`config.mk`:
```
export PLATFORM = sky130hd
export DESIGN_NAME = stepper_step_dir_controller
export DESIGN_NICKNAME = d
export VERILOG_FILES = /design/src/ssdc_pkg.sv /design/src/ssdc_front.sv /design/src/ssdc_queue.sv /design/src/ssdc_back.sv /design/src/stepper_step_dir_controller.sv
export VERILOG_INCLUDE_DIRS = /design/src /design/src/src
export SDC_FILE = /design/constraint.sdc
export NUM_CORES = 1
export LEC_CHECK = 0
export ABC_CLOCK_PERIOD_IN_PS = 13280
export BUFFER_PORTS_ARGS = -buffer_cell sky130_fd_sc_hd__buf_2
export CAP_MARGIN = 15
export CORE_MARGIN = 3
export CORE_UTILIZATION = 40
export CTS_BUF_LIST = sky130_fd_sc_hd__clkbuf_8
export DETAILED_ROUTE_END_ITERATION = 10
export GPL_ROUTABILITY_DRIVEN = 0
export PLACE_DENSITY = 0.58
export REMOVE_ABC_BUFFERS = 1
export SLEW_MARGIN = 20
export SYNTH_ARGS = -nofsm -noshare
export SYNTH_HDL_FRONTEND = slang
export SYNTH_SLANG_ARGS = --single-unit
```
`constraint.sdc`:
```
create_clock -name clk -period 13.28 [get_ports clk]
set_clock_uncertainty 0.05 [all_clocks]
set_input_delay 0.664 -clock clk [delete_from_list [all_inputs] [get_ports clk]]
set_output_delay 0.664 -clock clk [all_outputs]
set_load 0.02 [all_outputs]
```
`src/stepper_step_dir_controller_assert.svh`:
```
// assertion macros shared by the stepper controller modules
// they expect signals named clk and rst in the module that uses them
`ifndef STEPPER_STEP_DIR_CONTROLLER_ASSERT_SVH
`define STEPPER_STEP_DIR_CONTROLLER_ASSERT_SVH

`ifndef ASSERT_OFF
`define SSDC_ASSERT(lbl, prop, msg) \
  lbl: assert property (@(posedge clk) disable iff (rst) prop) else $error(msg);
`define SSDC_ASSERT_NEXT(lbl, pre, post, msg) \
  lbl: assert property (@(posedge clk) disable iff (rst) pre |=> post) else $error(msg);
`else
`define SSDC_ASSERT(lbl, prop, msg)
`define SSDC_ASSERT_NEXT(lbl, pre, post, msg)
`endif

`endif

```
`src/ssdc_pkg.sv`:
```
`default_nettype none

package ssdc_pkg;

  localparam int PERIOD_BITS_DEF = 16;
  localparam int QUEUE_DEPTH_DEF = 4;

  localparam int HP_W     = 16;
  localparam int POS_W    = 32;
  localparam int CMD_W    = 3;
  localparam int CFG_IDX_W = 2;
  localparam int CFG_DATA_W = 32;

  localparam logic [CMD_W-1:0] CMD_TICK = 3'd0;
  localparam logic [CMD_W-1:0] CMD_RUN  = 3'd1;
  localparam logic [CMD_W-1:0] CMD_REL  = 3'd2;
  localparam logic [CMD_W-1:0] CMD_ABS  = 3'd3;
  localparam logic [CMD_W-1:0] CMD_STOP = 3'd4;
  localparam logic [CMD_W-1:0] CMD_HOME = 3'd5;

  localparam logic [CFG_IDX_W-1:0] REG_POS_FLOOR   = 2'd0;
  localparam logic [CFG_IDX_W-1:0] REG_POS_CEILING = 2'd1;
  localparam logic [CFG_IDX_W-1:0] REG_HOME_HP     = 2'd2;

  localparam logic [HP_W-1:0] HOME_HP_RESET = 16'd1000;

  typedef enum logic [2:0] {
    OP_NOP,
    OP_TICK,
    OP_RUN,
    OP_STOP,
    OP_MOVE_REL,
    OP_MOVE_ABS,
    OP_HOME
  } op_t;

  typedef struct packed {
    op_t               op;
    logic [POS_W-1:0]  amount;
    logic [HP_W-1:0]   hp;
    logic              fwd;
    logic              limit;
  } entry_t;

endpackage

`default_nettype wire

```
`src/ssdc_front.sv`:
```
`default_nettype none

module ssdc_front (
  input  wire logic [ssdc_pkg::CMD_W-1:0] cmd,
  input  wire logic [ssdc_pkg::POS_W-1:0] amount,
  input  wire logic [ssdc_pkg::HP_W-1:0]  half_period,
  input  wire logic                       run_forward,
  input  wire logic                       limit_hit,
  input  wire logic [ssdc_pkg::HP_W-1:0]  home_half_period,
  output ssdc_pkg::entry_t                entry
);

  logic hp_zero;

  assign hp_zero = (half_period == '0);

  always_comb begin
    entry.amount = amount;
    entry.hp     = half_period;
    entry.fwd    = run_forward;
    entry.limit  = limit_hit;
    unique case (cmd)
      ssdc_pkg::CMD_TICK: entry.op = ssdc_pkg::OP_TICK;
      ssdc_pkg::CMD_RUN:  entry.op = hp_zero ? ssdc_pkg::OP_STOP : ssdc_pkg::OP_RUN;
      ssdc_pkg::CMD_REL: begin
        entry.op = (hp_zero || amount == '0) ? ssdc_pkg::OP_NOP : ssdc_pkg::OP_MOVE_REL;
      end
      ssdc_pkg::CMD_ABS:  entry.op = hp_zero ? ssdc_pkg::OP_NOP : ssdc_pkg::OP_MOVE_ABS;
      ssdc_pkg::CMD_STOP: entry.op = ssdc_pkg::OP_STOP;
      ssdc_pkg::CMD_HOME: begin
        entry.op = ssdc_pkg::OP_HOME;
        // zero speed on home picks the configured homing speed
        if (hp_zero) begin
          entry.hp = home_half_period;
        end
      end
      default:            entry.op = ssdc_pkg::OP_NOP;
    endcase
  end

endmodule

`default_nettype wire

```
`src/ssdc_queue.sv`:
```
`default_nettype none

module ssdc_queue #(
  parameter int DEPTH = ssdc_pkg::QUEUE_DEPTH_DEF
) (
  input  wire logic              clk,
  input  wire logic              rst,
  input  wire logic              push,
  input  wire ssdc_pkg::entry_t  push_entry,
  input  wire logic              pop,
  output ssdc_pkg::entry_t       head,
  output logic                   not_empty,
  output logic                   full
);

  localparam int AW = (DEPTH > 1) ? $clog2(DEPTH) : 1;
  localparam int CW = $clog2(DEPTH + 1);
  localparam logic [AW-1:0] LAST = AW'(DEPTH - 1);
  localparam logic [CW-1:0] FULL_COUNT = CW'(DEPTH);

  ssdc_pkg::entry_t slots [DEPTH];
  logic [AW-1:0] wr_ptr;
  logic [AW-1:0] rd_ptr;
  logic [CW-1:0] count;

  assign not_empty = (count != '0);
  assign full      = (count == FULL_COUNT);
  assign head      = slots[rd_ptr];

  always_ff @(posedge clk) begin
    if (push) begin
      slots[wr_ptr] <= push_entry;
    end
  end

  always_ff @(posedge clk) begin
    if (rst) begin
      wr_ptr <= '0;
      rd_ptr <= '0;
      count  <= '0;
    end else begin
      if (push) begin
        wr_ptr <= (wr_ptr == LAST) ? '0 : wr_ptr + AW'(1);
      end
      if (pop) begin
        rd_ptr <= (rd_ptr == LAST) ? '0 : rd_ptr + AW'(1);
      end
      if (push && !pop) begin
        count <= count + CW'(1);
      end else if (pop && !push) begin
        count <= count - CW'(1);
      end
    end
  end

`include "stepper_step_dir_controller_assert.svh"

  `SSDC_ASSERT(a_count_bound, (count <= FULL_COUNT), "queue count beyond depth")
  `SSDC_ASSERT_NEXT(a_pop_nonempty, (pop), ($past(count) != '0), "pop from empty queue")

endmodule

`default_nettype wire

```
`src/ssdc_back.sv`:
```
`default_nettype none

module ssdc_back #(
  parameter int PERIOD_BITS = ssdc_pkg::PERIOD_BITS_DEF
) (
  input  wire logic                             clk,
  input  wire logic                             rst,
  input  wire logic                             q_valid,
  input  wire ssdc_pkg::entry_t                 entry,
  output logic                                  q_pop,
  input  wire logic signed [ssdc_pkg::POS_W-1:0] pos_floor,
  input  wire logic signed [ssdc_pkg::POS_W-1:0] pos_ceiling,
  output logic                                  result_valid,
  input  wire logic                             result_stall,
  output logic                                  step_level,
  output logic                                  dir_level,
  output logic                                  enable_level,
  output logic signed [ssdc_pkg::POS_W-1:0]     position_now,
  output logic                                  move_done,
  output logic                                  is_homed,
  output logic                                  is_homing
);

  localparam int P = PERIOD_BITS;
  localparam int W = ssdc_pkg::POS_W;
  localparam logic [32:0] PMAX = (33'd1 << P) - 33'd1;

  logic [P-1:0]        tick_count, tick_count_next;
  logic [P-1:0]        step_half_period, step_half_period_next;
  logic signed [W-1:0] position, position_next;
  logic [W-1:0]        pulses_left, pulses_left_next;
  logic                running, running_next;
  logic                direction, direction_next;
  logic                edge_phase, edge_phase_next;
  logic                homing_active, homing_active_next;
  logic                homed_flag, homed_flag_next;

  logic [P-1:0]        tc_inc;
  logic [P-1:0]        hp_fit;
  logic signed [W-1:0] pos_step;
  logic [W-1:0]        delta;
  logic                at_limit;

  assign q_pop = q_valid && (!result_valid || !result_stall);

  always_comb begin
    if (33'(entry.hp) > PMAX) begin
      hp_fit = '1;
    end else begin
      hp_fit = P'(entry.hp);
    end
  end

  assign tc_inc   = tick_count + P'(1);
  assign pos_step = direction ? position + W'(1) : position - W'(1);
  assign delta    = (entry.op == ssdc_pkg::OP_MOVE_ABS) ? entry.amount - position
                                                        : entry.amount;
  assign at_limit = homed_flag && ((direction && pos_step >= pos_ceiling) ||
                                   (!direction && pos_step <= pos_floor));

  always_comb begin
    tick_count_next       = tick_count;
    step_half_period_next = step_half_period;
    position_next         = position;
    pulses_left_next      = pulses_left;
    running_next          = running;
    direction_next        = direction;
    edge_phase_next       = edge_phase;
    homing_active_next    = homing_active;
    homed_flag_next       = homed_flag;
    if (q_pop) begin
      unique case (entry.op)
        ssdc_pkg::OP_TICK: begin
          if (running) begin
            if (tc_inc != '0 && tc_inc < step_half_period) begin
              tick_count_next = tc_inc;
            end else begin
              tick_count_next = '0;
              edge_phase_next = !edge_phase;
              // rising step edge completes a pulse
              if (!edge_phase) begin
                if (homing_active && entry.limit) begin
                  running_next          = 1'b0;
                  pulses_left_next      = '0;
                  step_half_period_next = '0;
                  position_next         = '0;
                  homed_flag_next       = 1'b1;
                  homing_active_next    = 1'b0;
                end else begin
                  position_next = pos_step;
                  if (at_limit || pulses_left == W'(1)) begin
                    running_next          = 1'b0;
                    pulses_left_next      = '0;
                    step_half_period_next = '0;
                  end else if (pulses_left != '0) begin
                    pulses_left_next = pulses_left - W'(1);
                  end
                end
              end
            end
          end
        end
        ssdc_pkg::OP_RUN: begin
          direction_next = entry.fwd;
          if (!running) begin
            pulses_left_next = '0;
          end
          step_half_period_next = hp_fit;
          tick_count_next       = '0;
          running_next          = 1'b1;
        end
        ssdc_pkg::OP_STOP: begin
          running_next          = 1'b0;
          pulses_left_next      = '0;
          step_half_period_next = '0;
        end
        ssdc_pkg::OP_MOVE_REL, ssdc_pkg::OP_MOVE_ABS: begin
          if (delta != '0) begin
            direction_next        = !delta[W-1];
            pulses_left_next      = delta[W-1] ? W'(0) - delta : delta;
            step_half_period_next = hp_fit;
            tick_count_next       = '0;
            running_next          = 1'b1;
          end
        end
        ssdc_pkg::OP_HOME: begin
          homing_active_next    = 1'b1;
          homed_flag_next       = 1'b0;
          direction_next        = 1'b1;
          pulses_left_next      = '0;
          step_half_period_next = hp_fit;
          tick_count_next       = '0;
          running_next          = 1'b1;
        end
        default: begin
        end
      endcase
    end
  end

  always_ff @(posedge clk) begin
    if (rst) begin
      tick_count       <= '0;
      step_half_period <= '0;
      position         <= '0;
      pulses_left      <= '0;
      running          <= 1'b0;
      direction        <= 1'b1;
      edge_phase       <= 1'b0;
      homing_active    <= 1'b0;
      homed_flag       <= 1'b0;
      result_valid     <= 1'b0;
    end else begin
      tick_count       <= tick_count_next;
      step_half_period <= step_half_period_next;
      position         <= position_next;
      pulses_left      <= pulses_left_next;
      running          <= running_next;
      direction        <= direction_next;
      edge_phase       <= edge_phase_next;
      homing_active    <= homing_active_next;
      homed_flag       <= homed_flag_next;
      if (q_pop) begin
        result_valid <= 1'b1;
      end else if (!result_stall) begin
        result_valid <= 1'b0;
      end
    end
  end

  // result payload snapshots the state left by the item
  always_ff @(posedge clk) begin
    if (q_pop) begin
      step_level   <= edge_phase_next;
      dir_level    <= direction_next;
      enable_level <= running_next;
      position_now <= position_next;
      move_done    <= (pulses_left_next == '0);
      is_homed     <= homed_flag_next;
      is_homing    <= homing_active_next;
    end
  end

`include "stepper_step_dir_controller_assert.svh"

  `SSDC_ASSERT(a_idle_clear, (!running |-> (pulses_left == '0 && step_half_period == '0)), "idle")
  `SSDC_ASSERT(a_home_excl, (!(homing_active && homed_flag)), "homing and homed together")
  `SSDC_ASSERT_NEXT(a_no_pop_hold, (!q_pop), (position == $past(position) && running == $past(running)), "moved")

endmodule

`default_nettype wire

```
`src/stepper_step_dir_controller.sv`:
```
// step/dir pulse generator for one stepper driver
// item channel: item_valid/item_stall carry a command or a timer tick
// (cmd, amount, half_period, run_forward, limit_hit), taken when valid and
// not stall. result channel: result_valid/result_stall carry one status item
// (step, dir, enable, position, move_done, homed, homing) per input item,
// in order.
// result path: the taken item is written into the queue, then executed into
// the result register once it is at the queue head and result_stall does not hold it
// throughput: one item per cycle while result_stall is low, set by the execute stage
// that owns the motion state; a small queue sits between decode and execute
// receiver stall: the result register holds, the queue fills, and
// item_stall rises once the queue is full; nothing is dropped
// config: cfg_we/cfg_index/cfg_data write the low and high soft position
// limits and the homing half-period; write only while no items
// are in flight
// reset (rst, synchronous): motion stopped, position zero, direction
// forward, not homed, queue empty, config back to defaults
`default_nettype none

module stepper_step_dir_controller #(
  parameter int PERIOD_BITS = ssdc_pkg::PERIOD_BITS_DEF,
  parameter int QUEUE_DEPTH = ssdc_pkg::QUEUE_DEPTH_DEF
) (
  input  wire logic                                   clk,
  input  wire logic                                   rst,
  input  wire logic                                   item_valid,
  output logic                                        item_stall,
  input  wire logic [ssdc_pkg::CMD_W-1:0]             cmd,
  input  wire logic signed [ssdc_pkg::POS_W-1:0]      amount,
  input  wire logic [ssdc_pkg::HP_W-1:0]              half_period,
  input  wire logic                                   run_forward,
  input  wire logic                                   limit_hit,
  output logic                                        result_valid,
  input  wire logic                                   result_stall,
  output logic                                        step_level,
  output logic                                        dir_level,
  output logic                                        enable_level,
  output logic signed [ssdc_pkg::POS_W-1:0]           position_now,
  output logic                                        move_done,
  output logic                                        is_homed,
  output logic                                        is_homing,
  input  wire logic                                   cfg_we,
  input  wire logic [ssdc_pkg::CFG_IDX_W-1:0]         cfg_index,
  input  wire logic [ssdc_pkg::CFG_DATA_W-1:0]        cfg_data
);

  logic signed [ssdc_pkg::POS_W-1:0] pos_floor;
  logic signed [ssdc_pkg::POS_W-1:0] pos_ceiling;
  logic [ssdc_pkg::HP_W-1:0]         home_half_period;

  ssdc_pkg::entry_t front_entry;
  ssdc_pkg::entry_t head_entry;
  logic             q_full;
  logic             q_not_empty;
  logic             q_pop;
  logic             push;

  always_ff @(posedge clk) begin
    if (rst) begin
      pos_floor        <= '0;
      pos_ceiling      <= '0;
      home_half_period <= ssdc_pkg::HOME_HP_RESET;
    end else if (cfg_we) begin
      unique case (cfg_index)
        ssdc_pkg::REG_POS_FLOOR:   pos_floor        <= cfg_data;
        ssdc_pkg::REG_POS_CEILING: pos_ceiling      <= cfg_data;
        ssdc_pkg::REG_HOME_HP:     home_half_period <= cfg_data[ssdc_pkg::HP_W-1:0];
        default: begin
        end
      endcase
    end
  end

  assign item_stall = q_full;
  assign push       = item_valid && !q_full;

  ssdc_front u_front (
    .cmd              (cmd),
    .amount           (amount),
    .half_period      (half_period),
    .run_forward      (run_forward),
    .limit_hit        (limit_hit),
    .home_half_period (home_half_period),
    .entry            (front_entry)
  );

  ssdc_queue #(
    .DEPTH (QUEUE_DEPTH)
  ) u_queue (
    .clk        (clk),
    .rst        (rst),
    .push       (push),
    .push_entry (front_entry),
    .pop        (q_pop),
    .head       (head_entry),
    .not_empty  (q_not_empty),
    .full       (q_full)
  );

  ssdc_back #(
    .PERIOD_BITS (PERIOD_BITS)
  ) u_back (
    .clk          (clk),
    .rst          (rst),
    .q_valid      (q_not_empty),
    .entry        (head_entry),
    .q_pop        (q_pop),
    .pos_floor    (pos_floor),
    .pos_ceiling  (pos_ceiling),
    .result_valid (result_valid),
    .result_stall (result_stall),
    .step_level   (step_level),
    .dir_level    (dir_level),
    .enable_level (enable_level),
    .position_now (position_now),
    .move_done    (move_done),
    .is_homed     (is_homed),
    .is_homing    (is_homing)
  );

endmodule

`default_nettype wire
```
# Word-level counts from Yosys, hierarchy flattened
# Memories as Yosys holds them, arrays and structs flattened. A register that Yosys moved wholly into a read port is not among the register bits.
# Index checks and enable logic that the tools add are counted.
[word_totals]
regBits = 227
ramBits = 212
inputBits = 92
out_inout_bits = 40
elab_cells = 174
memories = 1
[classes]
add_sub_neg = 10
n_lt_le_gt_ge = 3
n_eq_ne = 23
n_mux = 73
reduce_logical = 41
[mem_list]
columns = ["memory", "words", "width", "rd", "rd_clocked_by_memory_dff", "write_ports", "line", "text"]
rows = [
  ["u_queue.slots", 4, 53, 1, 1, 1, "ssdc_queue.sv:21", "ssdc_pkg::entry_t slots [DEPTH];"],
]
[op_table]
columns = ["op", "count"]
rows = [
  ["two-way mux 32 bit", 18],
  ["two-way mux 16 bit", 11],
  ["one-hot mux 32 bit (4 select lines)", 1],
  ["logical NOT 32 bit", 2],
  ["one-hot mux 16 bit (4 select lines)", 1],
  ["nonzero test 32 bit", 2],
  ["one-hot mux 16 bit (3 select lines)", 1],
  ["adder 32 x 2 -> 32 bit (second input constant)", 1],
  ["equality test 32 x 1 -> 1 bit (second input constant)", 1],
  [">= comparator 32 bit", 1],
  ["less-or-equal comparator 32 bit", 1],
  ["subtractor 1 x 32 -> 32 bit (first input constant)", 1],
  ["subtractor 32 x 1 -> 32 bit (second input constant)", 1],
  ["subtractor 32 x 2 -> 32 bit (second input constant)", 1],
  ["subtractor 32 bit", 1],
  ["two-way mux 1 bit", 28],
  ["equality test 3 bit (second input constant)", 6],
  ["one-hot mux 3 bit (6 select lines)", 1],
  ["adder 16 x 1 -> 16 bit (second input constant)", 1],
  ["logical NOT 16 bit", 1],
  ["< comparator 16 bit", 1],
  ["nonzero test 16 bit", 1],
  ["equality test 3 x 2 -> 1 bit (second input constant)", 4],
  ["two-way mux 3 bit", 4],
  ["25 further kinds", 59],
]

# Depth between registers and ports, before layout
[logic_depth]
depth_word = 15
mapped_depth = 32
depth_no_buf = 31

# By module
# A second synthesis with hierarchy kept.
[unflattened]
cells_unflattened = 2509
area_unflattened_um2 = 25858.6
[modules_own_cells]
columns = ["module", "n_inst", "cells_each", "area_each_um2", "seq_area_each_um2"]
rows = [
  ["ssdc_back", 1, 1803, 13819.5, 3183.1],
  ["ssdc_queue", 1, 321, 8152.8, 6546.3],
  ["stepper_step_dir_controller", 1, 307, 3308.2, 1601.5],
  ["ssdc_front", 1, 78, 578.1, 0.0],
]

# Worst setup path after synthesis
# Ideal clock, no wire load.
[synth_path]
path_type = "flip-flop to flip-flop"
startpoint = "reg u_back.direction"
endpoint = "reg u_back.move_done, data pin"
setup_ns = 0.150
arrival_ns = 7.629
required_time_ns = 13.080
setup_slack_ns = 5.451
path_stages_with_launch = 33
path_buffers = 1
period_less_slack_ns = 7.829
path_cell_list = "dfxtp_1 > inv_1 > ha_1 > a21o_1 > a21oi_1 > o21ai_0 > a41oi_1 > o21ai_0 > a41oi_1 > nor4b_1 > o31ai_1 > o41a_1 > a41o_1 > o41a_1 > xnor2_1 > xnor2_1 > ha_1 > nand4_1 > or2_2 > or4_1 > o211ai_1 > o31a_1 > o211ai_1 > o211ai_1 > clkbuf_1 > nor3_1 > o21ai_0 > o221ai_1 > a21o_1 > o21ai_0 > nor4bb_1 > nand4_1 > nor3_2"
[synth_between]
elab_chain_len = 14
elab_cells_between_ends = 17
cone_classes = "order compare: 2; mux: 8; reduce/logical: 7"
[synth_lines]
columns = ["element", "line", "text"]
rows = [
  ["start, declared", "ssdc_back.sv:33", "logic direction, direction_next;"],
  ["start signal, assigned", "ssdc_back.sv:159", "direction <= direction_next;"],
  ["two-way mux 32 bit", "ssdc_back.sv:55", "assign pos_step = direction ? position + W'(1) : position - W'(1);"],
  [">= comparator 32 bit or less-or-equal comparator 32 bit (tied branches)", "ssdc_back.sv:58, ssdc_back.sv:59", ""],
  ["logical AND 1 bit, on equally long branches", "ssdc_back.sv:58, ssdc_back.sv:59", ""],
  ["logical OR 1 bit (*)", "ssdc_back.sv:58", "assign at_limit = homed_flag && ((direction && pos_step >= pos_ceiling) ||"],
  ["logical AND 1 bit (*)", "ssdc_back.sv:58", ""],
  ["logical OR 1 bit (*)", "ssdc_back.sv:91", "if (at_limit || pulses_left == W'(1)) begin"],
  ["two-way mux 32 bit (*)", "ssdc_back.sv:91", ""],
  ["two-way mux 32 bit (*)", "ssdc_back.sv:82", "if (homing_active && entry.limit) begin"],
  ["two-way mux 32 bit (*)", "ssdc_back.sv:81", "if (!edge_phase) begin"],
  ["two-way mux 32 bit (*)", "ssdc_back.sv:75", "if (tc_inc != '0 && tc_inc < step_half_period) begin"],
  ["two-way mux 32 bit (*)", "ssdc_back.sv:74", "if (running) begin"],
  ["one-hot mux 32 bit (4 select lines) (*)", "ssdc_back.sv:72", "unique case (entry.op)"],
  ["two-way mux 32 bit (*)", "ssdc_back.sv:71", "if (q_pop) begin"],
  ["logical NOT 32 bit (*)", "ssdc_back.sv:178", "move_done <= (pulses_left_next == '0);"],
  ["end signal, assigned", "ssdc_back.sv:178", ""],
  ["end, declared", "ssdc_back.sv:19", "output logic move_done,"],
]
# Every way passes the cells marked *; elsewhere a longest branch is shown, timed or not.
# A chain may end at the register's enable or synchronous reset.

# Worst setup path in the final report
# Same ends and word-level chain as after synthesis.

==> results.toml <==
[status]
status = "finished clean"

[detailed_routing]
wl_um = 70600
drc = 0
routed_via_density = 5.69
initialDrtViolationCount = 1654
via_count = 19600
ant_nets = 0
wl_per_cell_um = 20.5
first_pass_iters = 8

[place]
portBuffers = 131
dp_cells = 3300
placed_cell_area_mm2 = 0.0257
hpwl_um = 51400

[synthesis]
synth_seq_cells = 441
synth-warning-count = 0
synth_cells = 2488
synth_top_area_share_pct = 30.7
synth_most_common_cell = "nand2_1"
ys_types = 92
yosysTopAreaCell = "edfxtp_1"
synth_edf_count = 250
syn_area_per_cell_um2 = 9.82
synth_area_mm2 = 0.0244
yosys-top-cells-area = "edfxtp_1, dfxtp_1, ha_1"
synth.yosys.seq_area_share_pct = 46.4
ys_async_sr_fraction_pct = 0
synth_common_cells = "nand2_1, edfxtp_1, a21oi_1"
ys.flop_type = "edfxtp_1"

[timing]
finalCritPeriodShare_pct = 70.4
fin_crit_ps = 9350
maxSlewHeadroom_pct = 24.1
setup_viol = 0
worst_pin_slew_ps = 1140
hold_viol = 0
slew_violations = 0
rsz0062_at_grt = "false"
timing.setup.tns_ps = 0
max_freq_mhz = 107

[clock_network]
cts_resized = 0
ctsHoldBuffers = 0
root_buffer = "clkbuf_8"
htreeDepth = 3
cts.sinks = 441
clk_pin_slew_ps = 70
clock_path_buffers = 3
cts_tree = "done"
post_cts_buffers = 0
clock_latency_ps = 660
numCtsBuffers = 80

[global_routing]
antenna_found_initial = 5
grt.overflow.total = 0
grt_max_degree = 126
grtUsageTotal_pct = 21.8
grt_pass1_wl_um = 108000
grt_pass1_vias = 18800

[critical_path]
cp_slowest_cell = "o41ai_1"
cp-end-kind = "flop"
cpPeakStageDelay_ps = 770
cp_common_cell = "o211ai_1"
cp_max_fo = 34
cp.required_ps = 13740
critPathLaunchType = "flop"
path_class = "reg2reg"
critical_path_arrival_ps = 9810

[layout]
design_area_mm2 = 0.0273
drive_above_1_share_pct = 13.1
areaGrowthSynthToFinish_pct = 11.8
utilization_pct = 45.8
fin_cells = 3453
final_nets = 2856

[power_and_ir_drop]
ir_worst_vdd_uv = 121
p_per_area_mw_per_mm2 = 242
power.total_uw = 6620
p_leak_uw = 0.0103

[floorplanning]
die-width_um = 253
die_area_mm2 = 0.0641
die_h_um = 253
start_util_pct = 41.0
std_cell_rows = 89
core-area_mm2 = 0.0597
num_io_pins = 132

[hold_path]
hp-class = "in2reg"

[job]
drv_cap = 0
==> stage by stage <==
stage               setup WS, ps  hold WS [ps]
floorplan                   5260           377
global placement            4170           393
detailed placement          3900           397
CTS                         3830           121
global route                3410           173
finish                      3930           187
==> cells in the final DEF (no fill, tap or decap), drive strengths merged, types with 10 or more instances in the layout <==
cell and n:
a211oi 13, dfxtp 191, nand2b 13, a31oi 15, and2 21, nor3b 11
nor4 26, buf 149, a21o 48, o21a 13, edfxtp 250, or2 10
mux4 53, clkinv 20, o31ai 14, o21ai 140, and3 17, nand3 76
nor3 49, xor2 34, mux2i 11, xnor2 57, inv 187, o21bai 11
nand4 30, o211ai 15, nand3b 18, nor2 146, a21oi 211, clkbuf 87
nand2 356, nor2b 67, or3 29, ha 151
==> report_power, final <==
part / internal, µW / switching (µW)
clock: 679 / 585
sequential: 1650 / 113
combinational: 1250 / 2340
total: 3590 / 3040
==> worst paths after layout <==
path / from / endpoint / slack, ps / depth (start not counted)
worst max register to register: u_back.direction$_SDFF_PP1_ / u_back.move_done$_DFFE_PP_ / 3930 / 32
worst max-delay path: u_back.direction$_SDFF_PP1_ / u_back.move_done$_DFFE_PP_ / 3930 / 32
worst min-delay path: limit_hit / u_queue.slots[1][0]$_DFFE_PP_ / 190 / 1
worst min register to register: u_back.step_half_period[15]$_SDFFE_PP0P_ / u_back.step_half_period[15]$_SDFFE_PP0P_ / 400 / 2
==> critical path, delay by kind of cell (launching register included) <==
| family | cells | cell delay, ps |
|---|---|---|
| and+or+nand+nor | 10 | 2740 |
| adders and majority gates | 2 | 700 |
| DFF | 1 | 370 |
| AOI/OAI and AO/OA | 16 | 4340 |
| xor gates and xnor gates | 1 | 210 |
| buffers and inverters | 3 | 760 |
==> flip-flops by register name, indices dropped and copies added (netlist names), 2 cells and up, named ones only <==
register and cells:
u_back.tick_count 16, pos_ceiling 32, u_queue.count 3, u_back.step_half_period 16, u_back.position 32, pos_floor 32, u_back.pulses_left 32, u_queue.rd_ptr 2
u_queue.slots 212, u_back.position_now 32, u_queue.wr_ptr 2, home_half_period 16
==> kinds of logic after synthesis <==
kind of cell | after synthesis | synth area share [%]
AOI/OAI and AO/OA | 570 | 14.5
xor gates and xnor gates | 91 | 3.26
adders and majority gates | 154 | 7.98
buffers and inverters | 262 | 4.36
DFF | 441 | 46.4
muxes | 67 | 5.47
and+or+nand+nor | 903 | 18.1
==> metal layers <==
| layer | vias to the layer above | GRT usage (%) | share of wire [%] |
|---|---|---|---|
| met2 | 666 | 34.9 | 46 |
| met5 | - | 0 | 0.018 |
| met4 | 2 | 9.23 | 3.7 |
| met1 | 9509 | 29.3 | 44 |
| li1 | 9333 | - | - |
| met3 | 135 | 3.69 | 6.5 |
==> layout make-up <==
type	instances	area, µm²
tap	773	967
timing repair buffer	150	805
inverter	152	571
antenna	4	10.0
multi-input combinational	1785	12100
clock buffer	86	1180
clock inverter	62	382
fill	5710	32400
sequential	441	11300
(Power assumes the default switching activity.)
